$ cat src/hdl/triss_pkg.sv
// Shared types, constants and helpers of the triangle scanline span block.
// Used by every module under hdl; depends on nothing.
package triss_pkg;

  localparam int unsigned COORD_BITS  = 12;
  localparam int unsigned COLOR_BITS  = 16;
  localparam int unsigned PROD_BITS   = 2 * COORD_BITS;
  localparam int unsigned QUEUE_DEPTH = 2;
  localparam int unsigned QPTR_BITS   = $clog2(QUEUE_DEPTH);
  // divider input register, one stage per quotient bit, output register
  localparam int unsigned DIV_LATENCY = COORD_BITS + 2;

  typedef logic signed [COORD_BITS-1:0] coord_t;
  typedef logic        [COORD_BITS-1:0] ucoord_t;
  typedef logic        [COLOR_BITS-1:0] color_t;

  typedef struct packed {
    coord_t  vertex_a_x;
    coord_t  vertex_a_y;
    coord_t  vertex_b_x;
    coord_t  vertex_b_y;
    coord_t  vertex_c_x;
    coord_t  vertex_c_y;
    ucoord_t row_offset;
  } cmd_t;

  typedef struct packed {
    coord_t span_y;
    coord_t span_left;
    coord_t span_right;
    color_t span_color;
  } span_t;

  typedef struct packed {
    coord_t  ax;
    coord_t  ay;
    coord_t  bx;
    coord_t  by;
    coord_t  cx;
    coord_t  cy;
    ucoord_t row;
  } sorted_t;

  // One edge interpolation: xs + sign * (mag * k) / h
  typedef struct packed {
    coord_t  xs;
    logic    neg;
    ucoord_t mag;
    ucoord_t k;
    ucoord_t h;
  } lane_t;

  typedef struct packed {
    coord_t y;
    lane_t  long_l;
    lane_t  short_l;
  } job_t;

  function automatic lane_t make_lane(coord_t xs, coord_t xe, ucoord_t k, ucoord_t h);
    logic signed [COORD_BITS:0] d;
    logic        [COORD_BITS:0] a;
    lane_t                      l;
    d     = $signed({xe[COORD_BITS-1], xe}) - $signed({xs[COORD_BITS-1], xs});
    a     = d[COORD_BITS] ? (~d + 1'b1) : d;
    l.xs  = xs;
    l.neg = d[COORD_BITS];
    l.mag = a[COORD_BITS-1:0];
    l.k   = k;
    l.h   = (h == '0) ? ucoord_t'(1) : h;
    return l;
  endfunction

endpackage

$ cat src/hdl/triss_front.sv
// Front end: takes a command, sorts the vertices by y, then classifies the row
// and builds the job with its long and short edge lanes. Depends on triss_pkg.
module triss_front (
  input  logic            clk_i,
  input  logic            rst_ni,
  input  logic            start_i,
  input  triss_pkg::cmd_t cmd_i,
  input  logic            full_i,
  output logic            busy_o,
  output logic            push_o,
  output triss_pkg::job_t job_o
);
  import triss_pkg::*;

  sorted_t srt;
  sorted_t f_q;
  logic    f_v_q;
  logic    keep;
  logic    advance;

  always_comb begin
    coord_t tx;
    coord_t ty;
    tx      = '0;
    ty      = '0;
    srt.ax  = cmd_i.vertex_a_x;
    srt.ay  = cmd_i.vertex_a_y;
    srt.bx  = cmd_i.vertex_b_x;
    srt.by  = cmd_i.vertex_b_y;
    srt.cx  = cmd_i.vertex_c_x;
    srt.cy  = cmd_i.vertex_c_y;
    srt.row = cmd_i.row_offset;
    if (srt.ay > srt.by) begin
      tx = srt.ax; ty = srt.ay;
      srt.ax = srt.bx; srt.ay = srt.by;
      srt.bx = tx; srt.by = ty;
    end
    if (srt.ay > srt.cy) begin
      tx = srt.ax; ty = srt.ay;
      srt.ax = srt.cx; srt.ay = srt.cy;
      srt.cx = tx; srt.cy = ty;
    end
    if (srt.by > srt.cy) begin
      tx = srt.bx; ty = srt.by;
      srt.bx = srt.cx; srt.by = srt.cy;
      srt.cx = tx; srt.cy = ty;
    end
  end

  always_comb begin
    logic signed [COORD_BITS:0] hs;
    logic signed [COORD_BITS:0] us;
    logic signed [COORD_BITS:0] ls;
    ucoord_t height;
    ucoord_t upper;
    ucoord_t lower_h;
    logic    lower;
    hs      = $signed({f_q.cy[COORD_BITS-1], f_q.cy}) - $signed({f_q.ay[COORD_BITS-1], f_q.ay});
    us      = $signed({f_q.by[COORD_BITS-1], f_q.by}) - $signed({f_q.ay[COORD_BITS-1], f_q.ay});
    ls      = $signed({f_q.cy[COORD_BITS-1], f_q.cy}) - $signed({f_q.by[COORD_BITS-1], f_q.by});
    height  = hs[COORD_BITS-1:0];
    upper   = us[COORD_BITS-1:0];
    lower_h = ls[COORD_BITS-1:0];
    keep    = (height != '0) && (f_q.row <= height);
    lower   = (f_q.row > upper) || (upper == '0);
    job_o.y      = coord_t'(f_q.ay + f_q.row);
    job_o.long_l = make_lane(f_q.ax, f_q.cx, f_q.row, height);
    if (lower) begin
      job_o.short_l = make_lane(f_q.bx, f_q.cx, ucoord_t'(f_q.row - upper), lower_h);
    end else begin
      job_o.short_l = make_lane(f_q.ax, f_q.bx, f_q.row, upper);
    end
  end

  assign advance = !f_v_q || !keep || !full_i;
  assign busy_o  = !advance;
  assign push_o  = f_v_q && keep && !full_i;

  always_ff @(posedge clk_i or negedge rst_ni) begin
    if (!rst_ni) begin
      f_v_q <= 1'b0;
    end else if (advance) begin
      f_v_q <= start_i;
    end
  end

  always_ff @(posedge clk_i) begin
    if (start_i && advance) begin
      f_q <= srt;
    end
  end

endmodule

$ cat src/hdl/triss_queue.sv
// Small job queue between front and back end.
// Depends on triss_pkg.
module triss_queue (
  input  logic            clk_i,
  input  logic            rst_ni,
  input  logic            push_i,
  input  triss_pkg::job_t data_i,
  input  logic            pop_i,
  output logic            full_o,
  output logic            empty_o,
  output triss_pkg::job_t data_o
);
  import triss_pkg::*;

  job_t                 mem_q [QUEUE_DEPTH];
  logic [QPTR_BITS-1:0] wp_q;
  logic [QPTR_BITS-1:0] rp_q;
  logic [QPTR_BITS:0]   cnt_q;
  logic                 do_push;
  logic                 do_pop;

  assign full_o  = (cnt_q == (QPTR_BITS+1)'(QUEUE_DEPTH));
  assign empty_o = (cnt_q == '0);
  assign do_push = push_i && !full_o;
  assign do_pop  = pop_i && !empty_o;
  assign data_o  = mem_q[rp_q];

  always_ff @(posedge clk_i or negedge rst_ni) begin
    if (!rst_ni) begin
      wp_q  <= '0;
      rp_q  <= '0;
      cnt_q <= '0;
    end else begin
      if (do_push) wp_q <= wp_q + 1'b1;
      if (do_pop)  rp_q <= rp_q + 1'b1;
      if (do_push && !do_pop) begin
        cnt_q <= cnt_q + 1'b1;
      end else if (do_pop && !do_push) begin
        cnt_q <= cnt_q - 1'b1;
      end
    end
  end

  always_ff @(posedge clk_i) begin
    if (do_push) begin
      mem_q[wp_q] <= data_i;
    end
  end

endmodule

$ cat src/hdl/triss_div.sv
// Pipelined restoring divider, one quotient bit per stage, then signed add of
// the edge start x. Depends on triss_pkg.
module triss_div (
  input  logic                              clk_i,
  input  logic [triss_pkg::PROD_BITS-1:0]   dividend_i,
  input  triss_pkg::ucoord_t                divisor_i,
  input  logic                              neg_i,
  input  triss_pkg::coord_t                 xs_i,
  output triss_pkg::coord_t                 x_o
);
  import triss_pkg::*;

  ucoord_t rem_q [COORD_BITS+1];
  ucoord_t lo_q  [COORD_BITS+1];
  ucoord_t quo_q [COORD_BITS+1];
  ucoord_t h_q   [COORD_BITS+1];
  logic    neg_q [COORD_BITS+1];
  coord_t  xs_q  [COORD_BITS+1];
  coord_t  x_q;

  always_ff @(posedge clk_i) begin
    rem_q[0] <= dividend_i[PROD_BITS-1:COORD_BITS];
    lo_q[0]  <= dividend_i[COORD_BITS-1:0];
    quo_q[0] <= '0;
    h_q[0]   <= divisor_i;
    neg_q[0] <= neg_i;
    xs_q[0]  <= xs_i;
  end

  for (genvar j = 0; j < COORD_BITS; j++) begin : g_step
    logic [COORD_BITS:0] t;
    logic [COORD_BITS:0] diff;
    logic                ge;
    assign t    = {rem_q[j], lo_q[j][COORD_BITS-1]};
    assign diff = t - {1'b0, h_q[j]};
    assign ge   = (t >= {1'b0, h_q[j]});
    always_ff @(posedge clk_i) begin
      rem_q[j+1] <= ge ? diff[COORD_BITS-1:0] : t[COORD_BITS-1:0];
      lo_q[j+1]  <= lo_q[j] << 1;
      quo_q[j+1] <= {quo_q[j][COORD_BITS-2:0], ge};
      h_q[j+1]   <= h_q[j];
      neg_q[j+1] <= neg_q[j];
      xs_q[j+1]  <= xs_q[j];
    end
  end

  always_ff @(posedge clk_i) begin
    logic [COORD_BITS:0] qx;
    logic [COORD_BITS:0] sq;
    logic [COORD_BITS:0] sum;
    qx  = {1'b0, quo_q[COORD_BITS]};
    sq  = neg_q[COORD_BITS] ? (~qx + 1'b1) : qx;
    sum = {xs_q[COORD_BITS][COORD_BITS-1], xs_q[COORD_BITS]} + sq;
    x_q <= sum[COORD_BITS-1:0];
  end

  assign x_o = x_q;

endmodule

$ cat src/hdl/triss_back.sv
// Back end: multiplies, divides both edges in parallel, orders the x ends and
// registers the span. Depends on triss_pkg and triss_div.
module triss_back (
  input  logic              clk_i,
  input  logic              rst_ni,
  input  logic              empty_i,
  input  triss_pkg::job_t   job_i,
  input  triss_pkg::color_t color_i,
  output logic              pop_o,
  output logic              span_valid_o,
  output triss_pkg::span_t  span_o
);
  import triss_pkg::*;

  logic                 m_v_q;
  coord_t               m_y_q;
  logic [PROD_BITS-1:0] m_lp_q;
  logic [PROD_BITS-1:0] m_sp_q;
  lane_t                m_l_q;
  lane_t                m_s_q;
  logic                 dl_v_q [DIV_LATENCY];
  coord_t               dl_y_q [DIV_LATENCY];
  coord_t               long_x;
  coord_t               short_x;
  logic                 out_v_q;
  span_t                out_q;

  assign pop_o = !empty_i;

  always_ff @(posedge clk_i or negedge rst_ni) begin
    if (!rst_ni) begin
      m_v_q   <= 1'b0;
      out_v_q <= 1'b0;
      for (int i = 0; i < DIV_LATENCY; i++) dl_v_q[i] <= 1'b0;
    end else begin
      m_v_q     <= !empty_i;
      dl_v_q[0] <= m_v_q;
      for (int i = 1; i < DIV_LATENCY; i++) dl_v_q[i] <= dl_v_q[i-1];
      out_v_q   <= dl_v_q[DIV_LATENCY-1];
    end
  end

  always_ff @(posedge clk_i) begin
    m_y_q  <= job_i.y;
    m_l_q  <= job_i.long_l;
    m_s_q  <= job_i.short_l;
    m_lp_q <= PROD_BITS'(job_i.long_l.mag) * PROD_BITS'(job_i.long_l.k);
    m_sp_q <= PROD_BITS'(job_i.short_l.mag) * PROD_BITS'(job_i.short_l.k);
    dl_y_q[0] <= m_y_q;
    for (int i = 1; i < DIV_LATENCY; i++) dl_y_q[i] <= dl_y_q[i-1];
  end

  triss_div u_div_long (
    .clk_i      (clk_i),
    .dividend_i (m_lp_q),
    .divisor_i  (m_l_q.h),
    .neg_i      (m_l_q.neg),
    .xs_i       (m_l_q.xs),
    .x_o        (long_x)
  );

  triss_div u_div_short (
    .clk_i      (clk_i),
    .dividend_i (m_sp_q),
    .divisor_i  (m_s_q.h),
    .neg_i      (m_s_q.neg),
    .xs_i       (m_s_q.xs),
    .x_o        (short_x)
  );

  always_ff @(posedge clk_i) begin
    out_q.span_y     <= dl_y_q[DIV_LATENCY-1];
    out_q.span_left  <= (long_x > short_x) ? short_x : long_x;
    out_q.span_right <= (long_x > short_x) ? long_x : short_x;
    out_q.span_color <= color_i;
  end

  assign span_valid_o = out_v_q;
  assign span_o       = out_q;

endmodule

$ cat src/hdl/triangle_scanline_span.sv
// Top level of the triangle scanline span block: config register, front end,
// job queue and back end. Depends on triss_pkg, triss_front, triss_queue, triss_back.
//
//   channel  | handshake                 | payload
//   ---------+---------------------------+-------------
//   command  | start / busy              | cmd_i
//   span     | span_valid_o (strobe)     | span_o
//   config   | cfg_we_i                  | cfg_wdata_i
//
// One item per cycle while busy is low; an item passes the front register, the queue,
// the multiply register, the bit-per-stage dividers and the output register.
// Items with a flat triangle or a row past the bottom give no span.
// busy only rises if the job queue is full; the back end drains it every cycle.
// Reset clears all valid state and the fill color.
module triangle_scanline_span (
  input  logic              clk_i,
  input  logic              rst_ni,
  input  logic              start,
  output logic              busy,
  input  triss_pkg::cmd_t   cmd_i,
  input  logic              cfg_we_i,
  input  triss_pkg::color_t cfg_wdata_i,
  output logic              span_valid_o,
  output triss_pkg::span_t  span_o
);
  import triss_pkg::*;

  color_t color_q;
  logic   push;
  logic   pop;
  logic   full;
  logic   empty;
  job_t   fjob;
  job_t   qjob;

  always_ff @(posedge clk_i or negedge rst_ni) begin
    if (!rst_ni) begin
      color_q <= '0;
    end else if (cfg_we_i) begin
      color_q <= cfg_wdata_i;
    end
  end

  triss_front u_front (
    .clk_i   (clk_i),
    .rst_ni  (rst_ni),
    .start_i (start),
    .cmd_i   (cmd_i),
    .full_i  (full),
    .busy_o  (busy),
    .push_o  (push),
    .job_o   (fjob)
  );

  triss_queue u_queue (
    .clk_i   (clk_i),
    .rst_ni  (rst_ni),
    .push_i  (push),
    .data_i  (fjob),
    .pop_i   (pop),
    .full_o  (full),
    .empty_o (empty),
    .data_o  (qjob)
  );

  triss_back u_back (
    .clk_i        (clk_i),
    .rst_ni       (rst_ni),
    .empty_i      (empty),
    .job_i        (qjob),
    .color_i      (color_q),
    .pop_o        (pop),
    .span_valid_o (span_valid_o),
    .span_o       (span_o)
  );

  a_span_ordered: assert property (@(posedge clk_i) disable iff (!rst_ni)
    span_valid_o |-> (span_o.span_left <= span_o.span_right))
    else $error("span ends out of order");

  a_no_push_full: assert property (@(posedge clk_i) disable iff (!rst_ni)
    !(push && full))
    else $error("push into full queue");

  a_pop_drains: assert property (@(posedge clk_i) disable iff (!rst_ni)
    !empty |-> pop)
    else $error("back end left a job queued");

endmodule
$ cat config.mk
export PLATFORM = sky130hd
export DESIGN_NAME = triangle_scanline_span
export DESIGN_NICKNAME = d
export VERILOG_FILES = /design/src/hdl/triss_pkg.sv /design/src/hdl/triss_front.sv /design/src/hdl/triss_queue.sv /design/src/hdl/triss_div.sv /design/src/hdl/triss_back.sv /design/src/hdl/triangle_scanline_span.sv
export SDC_FILE = /design/constraint.sdc
export NUM_CORES = 2
export LEC_CHECK = 0
export ABC_AREA = 0
export BUFFER_PORTS_ARGS = -buffer_cell sky130_fd_sc_hd__clkbuf_2
export CAP_MARGIN = 20
export CORE_UTILIZATION = 35
export DETAILED_ROUTE_END_ITERATION = 10
export GPL_ROUTABILITY_DRIVEN = 0
export GPL_TIMING_DRIVEN = 0
export SLEW_MARGIN = 20
export SYNTH_ARGS = -nofsm -noshare
export SYNTH_HDL_FRONTEND = slang
export SYNTH_SLANG_ARGS = --single-unit
$ cat constraint.sdc
create_clock -name clk_i -period 12.45 [get_ports clk_i]
set_input_delay 0.6225 -clock clk_i [delete_from_list [all_inputs] [get_ports clk_i]]
set_output_delay 0.6225 -clock clk_i [all_outputs]
set_load 0.005 [all_outputs]
==> impl_metrics.yaml <==
place:
  io_buffer_count: 156
  dp_hpwl_um: 117700
worst_setup_path:
  critical-path-slowest-cell: "buf_1"
  crit_family: "adder cells"
  crit_arrival_ps: 8640
  crit_chain: "clkbuf_1 -> buf_1 -> buf_1 -> mux2i_1 -> nor2_1 -> fa_1 -> fa_1 -> fa_1 -> inv_1 -> fa_1 -> inv_1 -> fa_1 -> ha_1 -> a21o_1 -> a211o_1 -> nor4_1 -> o21ai_0 -> a31o_2 -> o41ai_1 -> o21bai_1 -> a21oi_1 -> xnor2_1"
  slowest_delay_ps: 720
  crit_fanout: 10
  worst-path-buf-inv: 5
  worst_path_most_repeated_cell: "fa_1"
  critPathRequiredTime_ps: 13170
  critPathKind: "register to register"
  endpoint_kind: "register"
  worstSetupStartpointType: "register"
grt:
  use_met1: 0.1688
  grt_pass1_vias: 48040
  met3_usage: 0.02321
  grt_max_degree: 62
  gr-max-usage-layer: "met2"
  grt_usage: 0.1333
  grt_antenna_before_repair: 5
  grt_first_pass_wirelength_um: 243900
  met2_usage: 0.2249
  overflow: 0
logic_synthesis:
  yosys.area.top_type: "dfxtp_1"
  synthCells: 6803
  synth_edf_count: 304
  synth_area_mm2: 0.07797
  async_reset_ff_frac: 0.01926
  synth.avg_cell_area_um2: 11.46
  synth_area_leaders: "dfxtp_1 (41%), edfxtp_1 (12%), ha_1 (9.5%)"
  synthFlopType: "dfxtp_1"
  synth_top_family_by_area: "adder cells"
  synthAdderAreaFrac: 0.1546
  synth_compound_area_frac: 0.08382
  synth_warnings: 0
  synth_nets: 7731
  synth_top_area_share: 0.4057
  seq_area_frac_synth: 0.5347
  synth_xor_xnor_area_share: 0.03839
  synth-seq-cells: 1921
  synth.distinct_cells: 87
  synthMuxAreaShare: 0.06567
  yosys.area_share.simple: 0.07571
flow_run:
  cap_violations: 0
timing:
  fmax_mhz: 126.4
  fin_worst_skew_ps: 66.98
  fin_crit_sh: 0.6355
  setup_viol: 0
  max_slew_margin: 0.3411
  hold_violations: 0
  rsz0062_at_grt: "false"
  worstMarginPinSlew_ps: 975.5
  slew_viol_final: 0
  fin_tns_setup_ps: 0
  min_period_ps: 7912
clock_network:
  insertion_delay_ps: 800
  root_buffer: "clkbuf_16"
  numCtsBuffers: 181
  cts_hold_buffers: 21
  cts_max_path_buffers: 3
  cts.sinks: 1921
  cts_tree: "built"
  ctsHtreeMaxLevel: 4
  clk_pin_slew_ps: 60
  post_cts_buffers: 0
  cts-resized-gates: 0
die:
  start_util: 0.3534
  die_x_um: 474.0
  coreArea_mm2: 0.2206
  ioPinCount: 158
  dieArea_mm2: 0.2247
  fp.dieH_um: 474.0
  rows: 172
detailed_routing:
  drtIter0Drc: 2257
  ant_nets: 0
  vias: 47000
  routedWlPerCell_um: 14.70
  drc: 0
  wl_um: 151200
  drt_first_pass_iters: 5
  via_per_inst: 4.569
cells_and_area:
  area_growth_syn_to_layout_pct: 14.60
  fin_nets: 8102
  final_cell_mix: "dfxtp_1 (1580), inv_1 (842), ha_1 (592), nor2_1 (449), nand2_1 (359)"
  drive_gt1_frac: 0.1190
  mostFrequentLayoutCell: "dfxtp_1"
  antenna_cells: 0
hold_path:
  min_path_type: "input pin to register"
status:
  status: "complete, no violations"
[routing by layer]
layer  part of all wire  wire length, µm
met5                  0                0
met4              0.033             4992
met3              0.042             6280
met2               0.46            70110
met1               0.46            69790
[Yosys cell counts (all sizes together) (10+ instances only)]
cell / instances
and3: 14
a211o: 13
o41ai: 18
nor2: 451
or2: 33
o21ai: 249
nor3: 102
nand4: 73
edfxtp: 304
a31oi: 33
a211oi: 31
mux2i: 147
ha: 592
nor2b: 84
inv: 842
a22o: 48
dfrtp: 37
and2: 31
a21oi: 231
or3: 26
fa: 232
a21o: 133
o21bai: 27
a21boi: 32
mux2: 320
o21a: 52
buf: 35
clkbuf: 83
o31ai: 37
o211ai: 10
nand3: 61
nor4: 12
xnor2: 236
xor2: 104
nand2b: 30
dfxtp: 1580
nand2: 359
[path summary, 6_finish.rpt]
| kind | depth (start not counted) | slack [ps] | start | endpoint |
|---|---|---|---|---|
| max | 22 | 4540 | u_queue.rp_q | u_back.m_lp_q[23] |
| min | 2 | 70 | cfg_wdata_i[1] | color_q[1] |
| max reg2reg | 22 | 4540 | u_queue.rp_q | u_back.m_lp_q[23] |
| min reg2reg | 0 | 270 | u_back.m_sp_q[23] | u_back.u_div_short.rem_q[0][11] |
| max in group asynchronous | 2 | 11390 | rst_ni | u_back.dl_v_q[2] |
| min in group asynchronous | 2 | 500 | rst_ni | color_q[5] |
[stage by stage]
stage	hold WS (ps)	area, µm²	setup WS [ps]	cells	utilization
3_3_place_gp	310.0	82450	365.3	9917	0.3738
4_1_cts	3.752	89350	4426	10290	0.4051
3_5_place_dp	312.1	82720	4409	9928	0.3750
2_1_floorplan	309.6	77970	3830	6803	-
5_1_grt	18.59	89350	4134	10290	0.4051
6_report	74.69	89350	4538	10290	0.4051
[state kept, by name, indices dropped and copies added, names as in the netlist, 52 cells and up]
name,count
u_back.u_div_short.xs_q,156
u_back.u_div_short.quo_q,78
u_front.f_q,60
u_queue.mem_q,220
u_back.u_div_short.rem_q,144
u_back.span_o,52
u_back.dl_y_q,168
u_back.u_div_short.h_q,144
u_back.u_div_long.lo_q,78
u_back.u_div_long.h_q,144
u_back.u_div_short.lo_q,78
u_back.u_div_long.xs_q,156
u_back.u_div_long.rem_q,144
u_back.u_div_long.quo_q,78
[layout make-up]
cell class	instances	area (µm²)
inverters	842	3161
flip-flops and latches	1921	41690
repair buffers	188	1249
clock buffers	240	5044
clock inverters	96	1373
plain buffers	118	518.0
well taps	2958	3701
multi-input cells	3922	32620
fillers	20740	131200
[kinds of logic (layout without fill, tap and decap cells)]
group / after synthesis / count (layout)
muxes: 467 / 467
xor gates and xnor gates: 340 / 340
adders and majority gates: 824 / 824
buffers and inverters: 960 / 1484
and+or+nand+nor: 1292 / 1292
DFF: 1921 / 1921
AOI/OAI and AO/OA: 999 / 999
Power is left out: the tool's default activity adds up to more than one toggle a clock period on the data nets, which glitch-free logic cannot reach.
